===== config.mk =====
export PLATFORM = sky130hd
export DESIGN_NAME = lcd_mode_line_timing
export DESIGN_NICKNAME = d
export VERILOG_FILES = /design/src/lcd_mlt_pkg.sv /design/src/lcd_mode_line_timing.sv
export SDC_FILE = /design/constraint.sdc
export NUM_CORES = 1
export LEC_CHECK = 0
export BUFFER_PORTS_ARGS = -buffer_cell sky130_fd_sc_hd__buf_2
export CAP_MARGIN = 10
export CORE_ASPECT_RATIO = 1.4
export CORE_MARGIN = 3
export CORE_UTILIZATION = 45
export DETAILED_ROUTE_END_ITERATION = 8
export GPL_ROUTABILITY_DRIVEN = 1
export SLEW_MARGIN = 20
export SYNTH_ARGS = -nofsm -noshare
export SYNTH_HDL_FRONTEND = slang
export SYNTH_SLANG_ARGS = --single-unit

===== constraint.sdc =====
create_clock -name clk -period 10.3 [get_ports clk]
set_input_delay 2.06 -clock clk [delete_from_list [all_inputs] [get_ports clk]]
set_output_delay 2.06 -clock clk [all_outputs]
set_load 0.02 [all_outputs]

===== src/lcd_mlt_pkg.sv =====
// ----------------------------------------------------------------------------
// LCD mode and line timing: shared package
// Mode codes, timing lengths, line limits, configuration register indexes and the result type.
// ----------------------------------------------------------------------------
`default_nettype none

package lcd_mlt_pkg;

  // Display mode codes.
  localparam logic [1:0] MODE_HBLANK = 2'd0;
  localparam logic [1:0] MODE_VBLANK = 2'd1;
  localparam logic [1:0] MODE_OAM    = 2'd2;
  localparam logic [1:0] MODE_XFER   = 2'd3;

  // Cycle accumulator width and the length of each display mode.
  localparam int unsigned ACCUM_W = 10;
  localparam logic [ACCUM_W-1:0] LEN_OAM    = 10'd80;
  localparam logic [ACCUM_W-1:0] LEN_XFER   = 10'd172;
  localparam logic [ACCUM_W-1:0] LEN_HBLANK = 10'd204;
  localparam logic [ACCUM_W-1:0] LEN_LINE   = 10'd456;

  // Scan-line landmarks.
  localparam logic [7:0] FIRST_VBLANK_LINE = 8'd144;
  localparam logic [7:0] WRAP_LINE         = 8'd154;
  localparam logic [7:0] LINE_ZERO         = 8'd0;
  localparam logic [7:0] LINE_ONE          = 8'd1;

  // Configuration register indexes.
  localparam int unsigned CFG_INDEX_W = 3;
  localparam logic [CFG_INDEX_W-1:0] REG_LINE_COMPARE    = 3'd0;
  localparam logic [CFG_INDEX_W-1:0] REG_HBLANK_IRQ_EN   = 3'd1;
  localparam logic [CFG_INDEX_W-1:0] REG_VBLANK_STAT_EN  = 3'd2;
  localparam logic [CFG_INDEX_W-1:0] REG_OAM_IRQ_EN      = 3'd3;
  localparam logic [CFG_INDEX_W-1:0] REG_COINCIDE_IRQ_EN = 3'd4;

  // One result item.
  typedef struct packed {
    logic [1:0] mode;
    logic [7:0] line;
    logic       coincidence;
    logic       stat_irq;
    logic       vblank_irq;
  } result_t;

endpackage

`default_nettype wire


===== src/lcd_mode_line_timing.sv =====
// ----------------------------------------------------------------------------
// LCD mode and line timing
// Tracks the display mode and scan line from the elapsed_cycles input, and raises
// the STAT and V-blank interrupt pulses.
// ----------------------------------------------------------------------------
//  Channel   Signals                                     Direction
//  input     in_valid, in_stall, elapsed_cycles          in (stall out)
//  output    out_valid, out_stall, mode, line, ...       out (stall in)
//  config    cfg_write_enable, cfg_index, cfg_data       in
//
//  An item passes through the input register and then the result register;
//  one item per cycle is sustained while the output does not stall. The
//  timing state is updated as the item moves into the result register.
//  Reset clears the timing state, the configuration registers and both
//  valid flags. A stall on the output holds the result and backs up into
//  in_stall.
// ----------------------------------------------------------------------------
`default_nettype none

module lcd_mode_line_timing (
  input  wire logic       clk,
  input  wire logic       rst,
  // Input channel.
  input  wire logic       in_valid,
  output logic            in_stall,
  input  wire logic [5:0] elapsed_cycles,
  // Output channel.
  output logic            out_valid,
  input  wire logic       out_stall,
  output logic [1:0]      mode,
  output logic [7:0]      line,
  output logic            coincidence,
  output logic            stat_irq,
  output logic            vblank_irq,
  // Configuration port.
  input  wire logic       cfg_write_enable,
  input  wire logic [2:0] cfg_index,
  input  wire logic [7:0] cfg_data
);

  // Configuration registers.
  logic [7:0] line_compare;
  logic       hblank_irq_enable;
  logic       vblank_stat_irq_enable;
  logic       oam_irq_enable;
  logic       coincide_irq_enable;

  // Timing state.
  logic [lcd_mlt_pkg::ACCUM_W-1:0] cycle_accum;
  logic [1:0]                      mode_reg;
  logic [7:0]                      line_reg;
  logic                            coincide_reg;

  // Pipeline registers.
  logic                  pipe_valid;
  logic [5:0]            pipe_elapsed;
  lcd_mlt_pkg::result_t  result;

  // Next-state logic.
  logic [lcd_mlt_pkg::ACCUM_W-1:0] accum_sum;
  logic [lcd_mlt_pkg::ACCUM_W-1:0] cycle_accum_next;
  logic [1:0]                      mode_reg_next;
  logic [7:0]                      line_reg_next;
  logic                            coincide_reg_next;
  logic [7:0]                      line_inc;
  logic                            line_hit;
  logic                            zero_hit;
  logic                            stat_next;
  logic                            vbl_next;

  logic out_free;
  logic advance;

  // Handshake: the result register is free when empty or being emptied.
  assign out_free = !out_valid || !out_stall;
  assign advance  = pipe_valid && out_free;
  assign in_stall = pipe_valid && !out_free;

  // Configuration writes.
  always_ff @(posedge clk) begin
    if (rst) begin
      line_compare           <= '0;
      hblank_irq_enable      <= 1'b0;
      vblank_stat_irq_enable <= 1'b0;
      oam_irq_enable         <= 1'b0;
      coincide_irq_enable    <= 1'b0;
    end else if (cfg_write_enable) begin
      unique case (cfg_index)
        lcd_mlt_pkg::REG_LINE_COMPARE:    line_compare           <= cfg_data;
        lcd_mlt_pkg::REG_HBLANK_IRQ_EN:   hblank_irq_enable      <= cfg_data[0];
        lcd_mlt_pkg::REG_VBLANK_STAT_EN:  vblank_stat_irq_enable <= cfg_data[0];
        lcd_mlt_pkg::REG_OAM_IRQ_EN:      oam_irq_enable         <= cfg_data[0];
        lcd_mlt_pkg::REG_COINCIDE_IRQ_EN: coincide_irq_enable    <= cfg_data[0];
        default: ;
      endcase
    end
  end

  // Input register.
  always_ff @(posedge clk) begin
    if (rst) begin
      pipe_valid <= 1'b0;
    end else if (!in_stall) begin
      pipe_valid <= in_valid;
    end
  end

  always_ff @(posedge clk) begin
    if (in_valid && !in_stall) begin
      pipe_elapsed <= elapsed_cycles;
    end
  end

  // Mode sequencing: at most one mode change for each item.
  always_comb begin
    accum_sum         = cycle_accum + {4'd0, pipe_elapsed};
    line_inc          = line_reg + 8'd1;
    line_hit          = (line_inc == line_compare);
    zero_hit          = (line_compare == lcd_mlt_pkg::LINE_ZERO);
    cycle_accum_next  = accum_sum;
    mode_reg_next     = mode_reg;
    line_reg_next     = line_reg;
    coincide_reg_next = coincide_reg;
    stat_next         = 1'b0;
    vbl_next          = 1'b0;
    unique case (mode_reg)
      lcd_mlt_pkg::MODE_HBLANK: begin
        if (accum_sum >= lcd_mlt_pkg::LEN_HBLANK) begin
          cycle_accum_next  = accum_sum - lcd_mlt_pkg::LEN_HBLANK;
          line_reg_next     = line_inc;
          coincide_reg_next = line_hit;
          if (line_inc == lcd_mlt_pkg::FIRST_VBLANK_LINE) begin
            mode_reg_next = lcd_mlt_pkg::MODE_VBLANK;
            stat_next     = (line_hit && coincide_irq_enable) || vblank_stat_irq_enable;
            vbl_next      = 1'b1;
          end else begin
            mode_reg_next = lcd_mlt_pkg::MODE_OAM;
            stat_next     = (line_hit && coincide_irq_enable) || oam_irq_enable;
          end
        end
      end
      lcd_mlt_pkg::MODE_VBLANK: begin
        if (accum_sum >= lcd_mlt_pkg::LEN_LINE) begin
          cycle_accum_next = accum_sum - lcd_mlt_pkg::LEN_LINE;
          stat_next        = line_hit && coincide_irq_enable;
          if (line_inc == lcd_mlt_pkg::WRAP_LINE) begin
            // Past the last line: back to line 0, V-blank continues.
            line_reg_next     = lcd_mlt_pkg::LINE_ZERO;
            coincide_reg_next = line_hit;
          end else if (line_inc == lcd_mlt_pkg::LINE_ONE) begin
            // End of the extra line: line 0 is checked again, OAM starts.
            line_reg_next     = lcd_mlt_pkg::LINE_ZERO;
            mode_reg_next     = lcd_mlt_pkg::MODE_OAM;
            coincide_reg_next = zero_hit;
            stat_next         = stat_next || (zero_hit && coincide_irq_enable)
                                || oam_irq_enable;
          end else begin
            line_reg_next     = line_inc;
            coincide_reg_next = line_hit;
          end
        end
      end
      lcd_mlt_pkg::MODE_OAM: begin
        if (accum_sum >= lcd_mlt_pkg::LEN_OAM) begin
          cycle_accum_next = accum_sum - lcd_mlt_pkg::LEN_OAM;
          mode_reg_next    = lcd_mlt_pkg::MODE_XFER;
        end
      end
      lcd_mlt_pkg::MODE_XFER: begin
        if (accum_sum >= lcd_mlt_pkg::LEN_XFER) begin
          cycle_accum_next = accum_sum - lcd_mlt_pkg::LEN_XFER;
          mode_reg_next    = lcd_mlt_pkg::MODE_HBLANK;
          stat_next        = hblank_irq_enable;
        end
      end
      default: ;
    endcase
  end

  // Timing state update as an item moves to the result register.
  always_ff @(posedge clk) begin
    if (rst) begin
      cycle_accum  <= '0;
      mode_reg     <= lcd_mlt_pkg::MODE_HBLANK;
      line_reg     <= '0;
      coincide_reg <= 1'b0;
    end else if (advance) begin
      cycle_accum  <= cycle_accum_next;
      mode_reg     <= mode_reg_next;
      line_reg     <= line_reg_next;
      coincide_reg <= coincide_reg_next;
    end
  end

  // Result register.
  always_ff @(posedge clk) begin
    if (rst) begin
      out_valid <= 1'b0;
    end else if (out_free) begin
      out_valid <= pipe_valid;
    end
  end

  always_ff @(posedge clk) begin
    if (advance) begin
      result.mode        <= mode_reg_next;
      result.line        <= line_reg_next;
      result.coincidence <= coincide_reg_next;
      result.stat_irq    <= stat_next;
      result.vblank_irq  <= vbl_next;
    end
  end

  assign mode        = result.mode;
  assign line        = result.line;
  assign coincidence = result.coincidence;
  assign stat_irq    = result.stat_irq;
  assign vblank_irq  = result.vblank_irq;

`ifndef SYNTHESIS
  // The stored line never reaches the wrap value.
  a_line_range: assert property (@(posedge clk) disable iff (rst)
    line_reg < lcd_mlt_pkg::WRAP_LINE)
    else $error("line register out of range");

  // The accumulator stays below the longest mode length.
  a_accum_range: assert property (@(posedge clk) disable iff (rst)
    cycle_accum < lcd_mlt_pkg::LEN_LINE)
    else $error("cycle accumulator out of range");

  // A V-blank pulse comes only on entering V-blank at its first line.
  a_vblank_entry: assert property (@(posedge clk) disable iff (rst)
    (out_valid && vblank_irq) |->
      (mode == lcd_mlt_pkg::MODE_VBLANK && line == lcd_mlt_pkg::FIRST_VBLANK_LINE))
    else $error("V-blank pulse outside V-blank entry");

  // The input is held off only while an item waits in the input register.
  a_stall_cause: assert property (@(posedge clk) disable iff (rst)
    in_stall |-> (pipe_valid && out_valid && out_stall))
    else $error("input stalled without a blocked item");

  // An item in the input register with a free output reaches the output.
  a_advance: assert property (@(posedge clk) disable iff (rst)
    advance |=> out_valid)
    else $error("item lost between stages");
`endif

endmodule

`default_nettype wire

; After elaboration in Yosys (flattened, before gate mapping)
; Index checks and enable logic that the tools add are counted.
[word_totals]
n_memories = 0
latch_bits = 0
mem_bits_rw = 0
mem_bits_ro = 0
ff_bits = 54
elab_cells = 92
[op_classes]
n_lt_le_gt_ge = 4
bitwise_logic = 0
eq_ne = 11
n_addsub = 6
shift = 0
div = 0
mux = 31
mul = 0
n_reduce_logical = 23
[ops]
columns = cell, n
row1 = $mux W10, 4
row2 = $pmux W10 S4, 1
row3 = $mux W8, 4
row4 = $ge A10 B8 Y1 const B, 2
row5 = $sub A10 B8 Y10 const B, 2
row6 = $eq A8 B8 Y1 const B, 2
row7 = $pmux W8 S2, 1
row8 = $mux W2, 7
row9 = $reduce_and A2 Y1, 6
row10 = $mux W1, 11
row11 = $add A10 B6 Y10, 1
row12 = $ge A10 B7 Y1 const B, 1
row13 = $ge A10 B9 Y1 const B, 1
row14 = $sub A10 B7 Y10 const B, 1
row15 = $sub A10 B9 Y10 const B, 1
row16 = $add A8 B1 Y8 const B, 1
row17 = $eq A8 B1 Y1 const B, 1
row18 = $eq A8 B8 Y1, 1
row19 = $logic_not A8 Y1, 1
row20 = $pmux W2 S4, 1
row21 = $eq A3 B2 Y1 const B, 2
row22 = $logic_and A1 B1 Y1, 5
row23 = $logic_or A1 B1 Y1, 5
row24 = $eq A2 B2 Y1 const B, 2
row25 = other kinds (8), 11

; Depth between registers and ports, before layout
; Gate-level depths: netlist (run 1).
[depth]
ltp_word = 9
ltp_mapped = 15
depth_no_buf = 14

; Worst setup path before layout (run 1)
; Ideal clock, no wire load.
[synth_timing]
kind = input to output
start = input port out_stall
end = output port in_stall
cell_stages = 1
setup_slack_ns = 5.894
n_path_buf = 0
t_required_ns = 8.240
arrival_ns = 2.346
path_cell_list = and3_1
[synth_between]
elab_chain_cells = 4
[synth_lines]
columns = element, line_no
row1 = from (decl), lcd_mode_line_timing.sv:29  ; input wire logic out_stall,
row2 = $logic_not A1 Y1, lcd_mode_line_timing.sv:75  ; assign out_free = !out_valid || !out_stall;
row3 = $logic_or A1 B1 Y1, lcd_mode_line_timing.sv:75
row4 = $logic_not A1 Y1, lcd_mode_line_timing.sv:77  ; assign in_stall = pipe_valid && !out_free;
row5 = $logic_and A1 B1 Y1, lcd_mode_line_timing.sv:77
row6 = to (decl), lcd_mode_line_timing.sv:25  ; output logic in_stall,
; No other way between the ends.

; Worst setup path in the final report (run 1)
; Ends and elaborated chain as after synthesis.

==> results of run 1 <==
[worst min-delay path by stage]
stage                    startpoint         endpoint  slack (ns)  cells after the start
floorplan            cycle_accum[0]   cycle_accum[0]        0.44                      2
finish               cycle_accum[0]   cycle_accum[0]        0.46                      2
CTS                  cycle_accum[0]   cycle_accum[0]        0.47                      2
global route        line_compare[6]  line_compare[6]        0.52                      2
detailed placement   cycle_accum[0]   cycle_accum[0]        0.46                      2
global placement     cycle_accum[0]   cycle_accum[0]        0.45                      2
[cell usage after synthesis, types with 5 or more instances]
cell,n,area (um^2)
a21oi_1,30,150.1
nand3_1,16,80.08
xnor2_1,14,122.6
or3_1,6,37.54
a21o_1,10,75.07
nor2_1,53,198.9
o21ai_0,18,90.09
nor3_1,5,25.02
nand2_1,48,180.2
mux2i_1,10,100.1
nor2b_1,6,37.54
a211oi_1,13,97.59
inv_1,15,56.30
ha_1,18,225.2
clkbuf_1,12,45.04
buf_2,7,35.03
xor2_1,6,52.55
nand2b_1,5,31.28
dfxtp_1,35,700.7
and2_1,5,31.28
edfxtp_1,19,570.6
[power by group through the flow]
stage	Sequential [uW]	Combinational (uW)	Clock (uW)
after floorplan	249	165	0
after global routing	248	235	180
after global placement	250	212	0
after CTS	245	214	173
final	245	216	168
after detailed placement	250	213	0
[metal layers]
| layer | share of wire | up-vias |
|---|---|---|
| li1 | - | 1717 |
| met1 | 0.41 | 1616 |
| met2 | 0.53 | 88 |
| met3 | 0.030 | 21 |
| met4 | 0.034 | 0 |
| met5 | 0 | - |
[critical path, stage by stage]
cell and delay (ns):
buf_2 0.11, and3_1 0.20, buf_2 0.16
[final cells by class]
type | count | area, um^2 | area share
Clock buffer | 6 | 128.9 | 0.03041
Inverter | 16 | 60.06 | 0.01417
Sequential cell | 54 | 1271 | 0.3000
Clock inverter | 2 | 12.51 | 0.002952
Multi-Input combinational cell | 357 | 2442 | 0.5763
Tap cell | 102 | 127.6 | 0.03012
Timing Repair Buffer | 38 | 195.2 | 0.04606
[cells by family after synthesis]
logic type / synth area share
fa+ha+maj: 0.06321
mux: 0.02870
flops: 0.3276
xor+xnor: 0.06224
compound gates: 0.2773
simple gates: 0.1980
buf+inv: 0.04288
[through the flow]
step / utilization / total power (uW) / worst slack [ns] / cell area [um^2]
2_1_floorplan: - / 413.9 / 5.894 / 3880
3_3_place_gp: 0.4938 / 461.8 / 5.723 / 4096
3_5_place_dp: 0.4938 / 463.6 / 5.714 / 4096
4_1_cts: 0.5109 / 632.5 / 5.713 / 4238
5_1_grt: 0.5109 / 662.7 / 5.689 / 4238
6_report: 0.5109 / 629.3 / 5.712 / 4238
==> results.ini, run 1 <==
[die]
fp.dieH_um=115.9
rows=39
coreArea_um2=8295
initial_core_util=0.4677
ios=37
die_x_um=84.48
die_area_um2=9788

[critical_path]
rr_startpoint=pipe_elapsed[0]
r2r_setup_slack_ns=6.16
cp.required_ns=8.24
cp_max_fo=3
crit_arrival_ns=2.53
crit_path_end=in_stall
reg2reg_depth=14
startpoint_type=primary input
reg2reg_to=coincide_reg
path_class=in2out
critical_path.startpoint=out_stall
endpoint_kind=output port

[synth]
ys_ff_latch=54
syn_inst=449
syn_area_um2=3880
postSynth.asyncResetShare=0
avgSynthCellArea_um2=8.641
synth-edff-count=19
ys_seq_area_frac=0.3276
synth.distinct_cells=78
syn_nets=490
synth_ff_type=dfxtp_1
yosys_warnings=0

[global_route]
grt_pass1_vias=3263
grt_pass1_wl_mm=15.88
met1_usage=0.2236
grt_max_degree=42
grt-busiest-layer=met2
grt_use_met3=0.02418
track_usage=0.2025
use_met2=0.3767
antenna_found_initial=0
grt-ovfl-total=0

[pwr]
power.switching_uw=227.3
pwr-share-seq=0.390
switching_share=0.3612
clkPwrFrac=0.267
max-vdd-ir-drop_mv=0.08798
p_leak_uw=0.001641
p_per_area_nw_per_um2=148.5
combPwrFrac=0.343
internal_power_uw=402.0

[cts]
root_buffer=clkbuf_16
clk_pin_slew_ns=0.07
clock_path_buffers=2
postCtsSetupBuffers=0
clkLatencyLatePin_ns=0.29
numCtsBuffers=5
h-tree-depth=2
cts_sinks=54
holdBufCountCts=0
cts_resized=0
tritoncts=yes

[placed_design]
port_buffers=36
place_congestion=0.8679
dp_cells=567
dp_hpwl_mm=7.321

[final_layout]
final_common_cell=nor2_1
area_growth_pct=9.223
nFillCells=824
final_layout_size_suffix_gt1_frac=0.1374
final_cells=575
final_cell_mix=nor2_1, nand2_1, buf_2, dfxtp_1, a21oi_1
nNetsFinal=513
diodes=0
largest_reg_flops=16

[sta]
rsz0062_at_grt=no
relSlewSlack=0.4711
worst_pin_slew_ns=0.7933
setup_violations=0
period_minus_slack_ns=4.589
slew_viol_final=0
whs_ns=0.4648
fmax_ghz=0.2179
fin_setup_tns_ns=0
fin_crit_sh=0.4455
hold_viol=0
fin_skew_ns=0.005122

[drt]
drt_iter0_markers=154
wirelength_mm=9.846
postRouteAntennaNets=0
drc_errors=0
vias=3442
vias_per_cell=5.986
detail_route.first_pass.iterations=4
wl_per_cell_um=17.12

[hold_path]
hold_class=reg2reg

[status]
status=finished, final reports clean

[flow_run]
cap_violations=0

No activity file was read; power rests on OpenSTA's default activity.
==> run 2, diff against run 1 <==
Clock period 10.3 ns to 4.3 ns, I/O delays scaled along.
==> run 2 against run 1 <==
- cell count rose by 0.70%
- routed wire length rose by 0.43%
- setup slack got worse by 5.4 ns
- clock-buffer cell count fell by 1
- critical path depth rose by 10
- combinational power rose by 140%
- clock skew barely moved
- via count rose by 0.35%
- sequential share of layout area fell by 0.41 points
- first-iteration DRC count rose by 79%
- total power rose to 2.5 times the previous value
- largest power group unchanged
==> results.ini, run 2 (synthesis results as in run 1) <==
[global_route]
grt_max_degree=42  ; unchanged
track_usage=0.2071  ; +0.004616
grt_pass1_vias=3290  ; +0.83%
grt_pass1_wl_mm=16.17  ; +1.9%
grt-ovfl-total=0  ; unchanged
antenna_found_initial=0  ; unchanged

[cts]
holdBufCountCts=0  ; unchanged
clock_path_buffers=2  ; unchanged
numCtsBuffers=5  ; unchanged
h-tree-depth=2  ; unchanged
clk_pin_slew_ns=0.07  ; about the same
cts_sinks=54  ; unchanged
root_buffer=clkbuf_16
clkLatencyLatePin_ns=0.30  ; about the same
tritoncts=yes

[critical_path]
endpoint_kind=register
cp.required_ns=4.33  ; -3.91 ns
cp_max_fo=11  ; +8
critical_path.startpoint=pipe_elapsed[1]
path_class=reg2reg
crit_arrival_ns=4.01  ; +1.48 ns
rr_startpoint=pipe_elapsed[1]
crit_path_end=line[4]
r2r_setup_slack_ns=0.31  ; -5.85 ns
reg2reg_depth=13  ; -1
startpoint_type=register
reg2reg_to=line[4]

[final_layout]
diodes=0  ; unchanged
largest_reg_flops=16  ; unchanged
area_growth_pct=10.74
final_common_cell=nor2_1
final_area_um2=4297  ; +1.4%
final_layout_size_suffix_gt1_frac=0.1488  ; +0.01143
final_cell_mix=nor2_1, nand2_1, buf_2, dfxtp_1, a21oi_1
nNetsFinal=517  ; +0.78%

[placed_design]
place_congestion=0.9384  ; +8.1%
dp_hpwl_mm=7.477  ; +2.1%
port_buffers=36  ; unchanged
placed_cell_area_um2=4126  ; +0.73%

[drt]
wirelength_mm=9.888  ; +0.43%
drc_errors=0  ; unchanged
postRouteAntennaNets=0  ; unchanged
vias=3454  ; +0.35%
drt_iter0_markers=276  ; +79%
wl_per_cell_um=17.08  ; -0.27%
detail_route.first_pass.iterations=5  ; +1
vias_per_cell=5.965  ; -0.34%

[sta]
setup_violations=0  ; unchanged
fin_skew_ns=0.004985  ; -0.0001363 ns
fin_setup_tns_ns=0  ; unchanged
relSlewSlack=0.4739  ; +0.002740
whs_ns=0.4678  ; +0.003057 ns
period_minus_slack_ns=3.987
fmax_ghz=0.2508
hold_viol=0  ; unchanged
slew_viol_final=0  ; unchanged
worst_pin_slew_ns=0.7892  ; -0.004110 ns
fin_crit_sh=0.9271
rsz0062_at_grt=no

[pwr]
max-vdd-ir-drop_mv=0.2521  ; +190%
p_leak_uw=0.001675  ; +2.1%
p_per_area_nw_per_um2=367.7  ; +150%

[flow_run]
cap_violations=0  ; unchanged

[hold_path]
hold_class=reg2reg

[die]
coreArea_um2=8295  ; unchanged
die_x_um=84.48  ; unchanged
rows=39  ; unchanged
die_area_um2=9788  ; unchanged
initial_core_util=0.4677  ; unchanged
ios=37  ; unchanged
fp.dieH_um=115.9  ; unchanged

[status]
status=finished, final reports clean

run 2: per-layer routing:
layer | GRT usage | up-vias | share of wire
li1 | - | 1729 | -
met1 | 0.2422 | 1596 | 0.41
met3 | 0.02987 | 21 | 0.042
met2 | 0.3714 | 108 | 0.52
met4 | 0.1003 | 0 | 0.035
met5 | 0 | - | 0
run 2: repair_timing:
action	CTS	global route
setup endpoints to repair	0	4
buffers inserted	0	0
resized for setup	0	1
run 2: cell type report:
class | count | area [um^2]
fillers | 778 | 3999
multi-input cells | 357 | 2445
flip-flops and latches | 54 | 1271
repair buffers | 42 | 225.2
well taps | 102 | 127.6
clock buffers | 5 | 125.1
inverters | 16 | 60.06
clock inverters | 3 | 42.54
run 2: where the power goes:
part,internal (uW),switching (uW),leakage [uW]
combinational,193,331,0.00112
clock,275,193,0.0000818
sequential,559,28.8,0.000469
run 2: stage by stage:
step,power (uW),std cells,setup slack [ns],util
global route,1666,579,0.03311,0.5179
CTS,1585,579,0.2918,0.5176
finish,1580,579,0.3135,0.5179
floorplan,990.7,449,0.8460,-
global placement,1114,571,0.4339,0.4974
detailed placement,1116,571,0.3105,0.4974
run 2: how the worst min path moves through the flow:
stage / startpoint / to / slack (ns) / cells past startpoint
4_1_cts: cycle_accum[0] / cycle_accum[0] / 0.47 / 2
3_3_place_gp: cycle_accum[0] / cycle_accum[0] / 0.46 / 2
5_1_grt: cycle_accum[0] / cycle_accum[0] / 0.50 / 2
3_5_place_dp: cycle_accum[0] / cycle_accum[0] / 0.46 / 2
2_1_floorplan: cycle_accum[0] / cycle_accum[0] / 0.44 / 2
6_report: cycle_accum[0] / cycle_accum[0] / 0.47 / 2
run 2: worst max-delay path: stages (launching register included):
cell       delay [ns]
edfxtp_1         0.43
ha_1             0.33
a211o_1          0.31
a21oi_2          0.37
xnor2_4          0.19
inv_2            0.16
ha_1             0.28
nand2b_1         0.08
mux2_2           0.32
o2111ai_1        0.35
and2_1           0.27
nor2_1           0.07
a21oi_1          0.41
o21ai_0          0.14
